**config.mk**
```make
export PLATFORM = sky130hd
export DESIGN_NAME = kfr_ctrl
export DESIGN_NICKNAME = d
export VERILOG_FILES = /design/src/rtl/kfr_pkg.sv /design/src/rtl/kfr_ctrl.sv
export SDC_FILE = /design/constraint.sdc
export NUM_CORES = 1
export LEC_CHECK = 0
export ABC_AREA = 1
export ABC_CLOCK_PERIOD_IN_PS = 900
export BUFFER_PORTS_ARGS = -buffer_cell sky130_fd_sc_hd__buf_4
export CORE_AREA = 2 2 39 41
export CTS_CLUSTER_DIAMETER = 80
export DETAILED_ROUTE_END_ITERATION = 16
export DIE_AREA = 0 0 41 43
export SYNTH_ARGS = -nofsm -noshare
export SYNTH_HDL_FRONTEND = slang
export SYNTH_SLANG_ARGS = --single-unit
```
**constraint.sdc**
```tcl
create_clock -name i_clk -period 0.9 [get_ports i_clk]
set_input_delay 0.18 -clock i_clk [delete_from_list [all_inputs] [get_ports i_clk]]
set_output_delay 0.18 -clock i_clk [all_outputs]
set_load 0.01 [all_outputs]
```
**src/rtl/kfr_pkg.sv**
```systemverilog
// Shared types, opcodes and the round function for the Keccak-f[1600] round block.
// No dependencies; used by kfr_ctrl, kfr_datapath, keccak_f1600_round and tb.
package kfr_pkg;

    typedef logic [63:0] t_lane;
    typedef t_lane       t_state [25];

    // Opcodes of a request; the unused code behaves as a read
    localparam logic [1:0] OP_WRITE = 2'd0;
    localparam logic [1:0] OP_READ  = 2'd1;
    localparam logic [1:0] OP_ROUND = 2'd2;

    // Commands from the controller to the datapath
    typedef struct packed {
        logic load;     // capture the request fields
        logic exec;     // apply write or round to the state
        logic capture;  // load the result register
    } t_cmd;

    // rho offsets, indexed [x][y]
    localparam logic [5:0] RHO_OFS [5][5] = '{
        '{6'd0,  6'd36, 6'd3,  6'd41, 6'd18},
        '{6'd1,  6'd44, 6'd10, 6'd45, 6'd2},
        '{6'd62, 6'd6,  6'd43, 6'd15, 6'd61},
        '{6'd28, 6'd55, 6'd25, 6'd21, 6'd56},
        '{6'd27, 6'd20, 6'd39, 6'd8,  6'd14}
    };

    // Rotate left; a zero amount leaves the lane as it is
    function automatic t_lane rotl(t_lane v, logic [5:0] n);
        logic [127:0] w;
        w = {v, v} << n;
        return w[127:64];
    endfunction

    // One full round: theta, rho, pi, chi, iota
    function automatic t_state keccak_round(t_state a_in, t_lane rc);
        t_lane  c [5];
        t_lane  d [5];
        t_state a;
        t_state b;
        t_state r;
        a = a_in;
        for (int x = 0; x < 5; x++) begin
            c[x] = a[x] ^ a[x + 5] ^ a[x + 10] ^ a[x + 15] ^ a[x + 20];
        end
        for (int x = 0; x < 5; x++) begin
            d[x] = c[(x + 4) % 5] ^ rotl(c[(x + 1) % 5], 6'd1);
        end
        for (int y = 0; y < 5; y++) begin
            for (int x = 0; x < 5; x++) begin
                a[x + 5 * y] = a[x + 5 * y] ^ d[x];
            end
        end
        for (int x = 0; x < 5; x++) begin
            for (int y = 0; y < 5; y++) begin
                b[y + 5 * ((2 * x + 3 * y) % 5)] = rotl(a[x + 5 * y], RHO_OFS[x][y]);
            end
        end
        for (int y = 0; y < 5; y++) begin
            for (int x = 0; x < 5; x++) begin
                r[x + 5 * y] = b[x + 5 * y] ^
                    (~b[(x + 1) % 5 + 5 * y] & b[(x + 2) % 5 + 5 * y]);
            end
        end
        r[0] = r[0] ^ rc;
        return r;
    endfunction

endpackage

```
**src/rtl/kfr_ctrl.sv**
```systemverilog
// Request sequencer for the Keccak-f[1600] round block.
// Depends on kfr_pkg for the command struct.
module kfr_ctrl (
    input  logic          i_clk,
    input  logic          i_rst_n,
    input  logic          start,
    output logic          busy,
    output logic          o_valid,
    output kfr_pkg::t_cmd o_cmd
);

    localparam logic [1:0] S_IDLE    = 2'd0;
    localparam logic [1:0] S_EXEC    = 2'd1;
    localparam logic [1:0] S_CAPTURE = 2'd2;

    logic [1:0] r_state;
    logic [1:0] n_state;
    logic       r_valid;

    always_comb begin
        n_state = r_state;
        case (r_state)
            S_IDLE:    if (start) n_state = S_EXEC;
            S_EXEC:    n_state = S_CAPTURE;
            S_CAPTURE: n_state = S_IDLE;
            default:   n_state = S_IDLE;
        endcase
    end

    always_ff @(posedge i_clk) begin
        if (!i_rst_n) begin
            r_state <= S_IDLE;
            r_valid <= 1'b0;
        end else begin
            r_state <= n_state;
            r_valid <= (r_state == S_CAPTURE);
        end
    end

    assign busy          = (r_state != S_IDLE);
    assign o_valid       = r_valid;
    assign o_cmd.load    = (r_state == S_IDLE) && start;
    assign o_cmd.exec    = (r_state == S_EXEC);
    assign o_cmd.capture = (r_state == S_CAPTURE);

endmodule

```
# Word level (Yosys, flattened, before mapping)
# Index checks and enable logic that the tools add are counted.
word_totals:
  register_bits: 3
  word_cells: 10
  out_inout_bits: 5
op_classes:
  muxes: 2
  reduce_logical: 3
  eq_ne: 3
ops:
  columns: ["operator", "count"]
  rows:
  - ["$pmux 2 s2", 1]
  - ["$eq 2x1->1 const B", 1]
  - ["$eq 2x2->1 const B", 1]
  - ["$logic_not 2->1", 1]
  - ["$mux 2", 1]
  - ["$ne 2x2->1 const B", 1]
  - ["$reduce_bool 2->1", 1]
  - ["$logic_and 1x1->1", 1]

# Longest topological paths before layout
depth:
  depth_word: 2
  depth_mapped: 3
  depth_no_buf: 3

# Worst setup path before layout
# Ideal clock, no wire load.
synth_path:
  path_kind: "register to output"
  start: "register r_state[1]"
  end: "output port o_cmd[2] in the netlist's numbering"
  stages_incl_launch_ff: 4
  arrival_time_ns: 0.590
  path_slack_ns: 0.130
  cell_sequence: "dfxtp_1 nor2_1 nand2_1 inv_1"
synth_lines:
  columns: ["item", "line_no", "rtl"]
  rows:
  - ["start, declared", "kfr_ctrl.sv:16", "logic [1:0] r_state;"]
  - ["start signal, assigned", "kfr_ctrl.sv:35", "r_state <= n_state;"]
  - ["end, declared", "kfr_ctrl.sv:9", "output kfr_pkg::t_cmd o_cmd"]

==> impl_results.md <==
- Routability cong.: 0.5708
- Min setup slack post-route: -183.9 ps
- CP Class: reg2out
- Internal reg-to-reg setup slack: 100 ps
- Post-DRT Antenna Nets: 0
- Vias in the first global route: 121
- Placed insts: 38
- Total CTS buffers: 3
- First-pass GRT wire length: about 450 um
- Worst-path fanout max: 4
- Crit path time final: 1084 ps
- Die Y: 43 um
- Fin crit share: 120.4%
- H-tree depth: 1
- Sequential fraction of the synthesis area: 52.17%
- Top Ports: 8
- Routed Wire Length: 289 um
- Share of cells above drive strength 1: a little over two thirds
- Status: finished with violations
- Worst r2r src: r_state[1]
- Worst-margin pin slew: 148.7 ps
- Row Count: 14
- Final core occ: between 15 and 20%
- Cell count of the worst hold path: 3
- Layout overhead on the synthesized area: 109.8%
- Final Slew Violations: 0
- Synth warnings: 0
- Max VDD drop: 0.6384 mV
- I/O Buffers: 7
- CP Data Arrival Time: ~900 ps
- Hold WS: between 200 and 250 ps
- Final net count: 31
- Worst path cell trace: nor2_4, nand2_2, inv_2, buf_6
- Max stage delay on crit path: between 300 and 400 ps
- Synth Register Bits: 3
- Total number of vias: 122
- Post-route insts no fill: 43
- Min-Delay Startpoint: i_rst_n
- Leakage Power: 0.1203 nW
- Number of vias per cell: 2.837
- Clk Latency, worst-skew pair: 230 ps
- Post-DP HPWL: 182.8 um
- Fin. Hold Viols: 0
- R2R cell count: 4
- WHS Endpoint: r_state[0]
- Slew Limit Headroom: 90.01%
- CP Data Required Time: 720 ps
- Residual DRC: 0
- Core area: 1384 um2
- Worst-path clk slew: 40 ps
- Starting DRT DRC Count: 1
- Clk sink count: 3
- Startpoint Class: flop
- Setup Viol. Count Final: 4
- Violated checks: setup timing
- Width of the die: 41 um
- PwrDens: approximately 1800 nW/um2
- Antenna diodes: 0
- Initial antenna violation count: 0
- Tot Pwr: 446.4 uW
- Clock root cell: clkbuf_4
- Fillers: 160
- CTS tree: built
- Die Area: ~1800 um2
- DRT Pass-1 Iters: 2
- Synth Cell Area: 115.1 um2
- Clock Path Buffers: 2
- Initial Util: 8.318%
- Maximum clock frequency: ~920 MHz
- WL per Instance: 6.721 um
- Synth unique cells: 6
- Worst hold path type: in2reg
- CP endpoint kind: primary output
- RSZ-0062 raised after global routing: yes
- Max Cap Viol: 0
- GRT Util Overall: 4.609%
- Total gr overflow: 0
- Post-Syn Instances: 16
- Synthesized area per cell: ~7.2 um2
- Final setup skew: 0.01660 ps
- Pin count of the biggest net entering global routing: 5
- Syn nets: 19
- FF-to-FF End: r_state[0]
- Critical Path Slowest Stage Cell: dfxtp_4
==> state kept, by name, indices dropped and copies added, names as in the netlist <==
name / flops
o_valid: 1
r_state: 2
==> cell type report <==
cell class / count / area [um2] / share of cell area [%]
multi-input combinational: 7 / 41.29 / 17.10
tap: 16 / 20.02 / 8.290
clock buffer: 4 / 26.28 / 10.88
inverter: 5 / 18.77 / 7.772
timing repair buffer: 8 / 67.56 / 27.98
sequential: 3 / 67.56 / 27.98
==> through the flow <==
stage	setup TNS [ps]	setup WS [ps]	instance area [um2]
after global placement	0	17.02	180.2
after floorplan	0	129.9	115.1
after detailed placement	0	0.02282	180.2
after global routing	-804.5	-246.9	241.5
after CTS	-643.7	-215.7	222.7
final	-564.8	-183.9	241.5
==> metal layers <==
metal / up-vias / global-route usage [%] / part of all wire (%)
met1: 46 / 4.473 / 39
met5: - / 0 / 0
met3: 0 / 8.377 / 27
met4: 0 / 2.000 / 0
li1: 66 / - / -
met2: 10 / 4.063 / 33
==> power by group <==
part / total [mW] / internal [mW] / switching [mW]
Clock: 0.234 / 0.166 / 0.0677
Sequential: 0.145 / 0.137 / 0.00814
Combinational: 0.0674 / 0.0390 / 0.0284
Total: 0.446 / 0.342 / 0.104
==> layout by cell type (no fill, tap or decap) <==
cell / instances
nor3_1: 2
nor2_1: 2
nor2_4: 1
buf_6: 2
dfxtp_1: 1
inv_2: 3
nor2_2: 1
dfxtp_4: 2
buf_4: 6
clkbuf_4: 3
nand2_2: 1
inv_1: 2
clkbuf_1: 1
==> what timing repair did <==
action                                 4_1_cts  5_1_grt
endpoints found under the hold margin        0        0
setup endpoints to repair                    4        4
pin swaps                                    3        4
hold buffers                                 0        0
resized for setup                            5        8
setup buffers                                1        0
==> synthesized netlist by cell type (all sizes together) <==
library cell | count | area share (%)
nor3 | 2 | 8.7
nand2 | 1 | 3.3
inv | 5 | 16
nor2 | 4 | 13
dfxtp | 3 | 52
buf | 1 | 6.5
==> worst max-delay path, delay by kind of cell, from the launching register on <==
family | cells | cell delay, ps
AND/OR/NAND/NOR | 2 | 190
flip-flops | 1 | 350
buffers and inverters | 2 | 140
==> logic make-up (layout without fill, tap and decap cells) <==
group | count (synthesis) | count (layout) | synth area share (%)
buf+inv | 6 | 17 | 22.83
simple gates | 7 | 7 | 24.99
flops | 3 | 3 | 52.18
==> worst max path at each step <==
stage | startpoint | to | slack (ps)
6_report | r_state[1] | o_cmd[2] | -180
5_1_grt | r_state[1] | o_cmd[2] | -250
4_1_cts | r_state[0] | o_cmd[2] | -220
3_5_place_dp | r_state[1] | o_cmd[2] | 0.02
3_3_place_gp | r_state[1] | o_cmd[2] | 20
2_1_floorplan | r_state[1] | o_cmd[2] | 130
No activity file was read; power rests on OpenSTA's default activity.
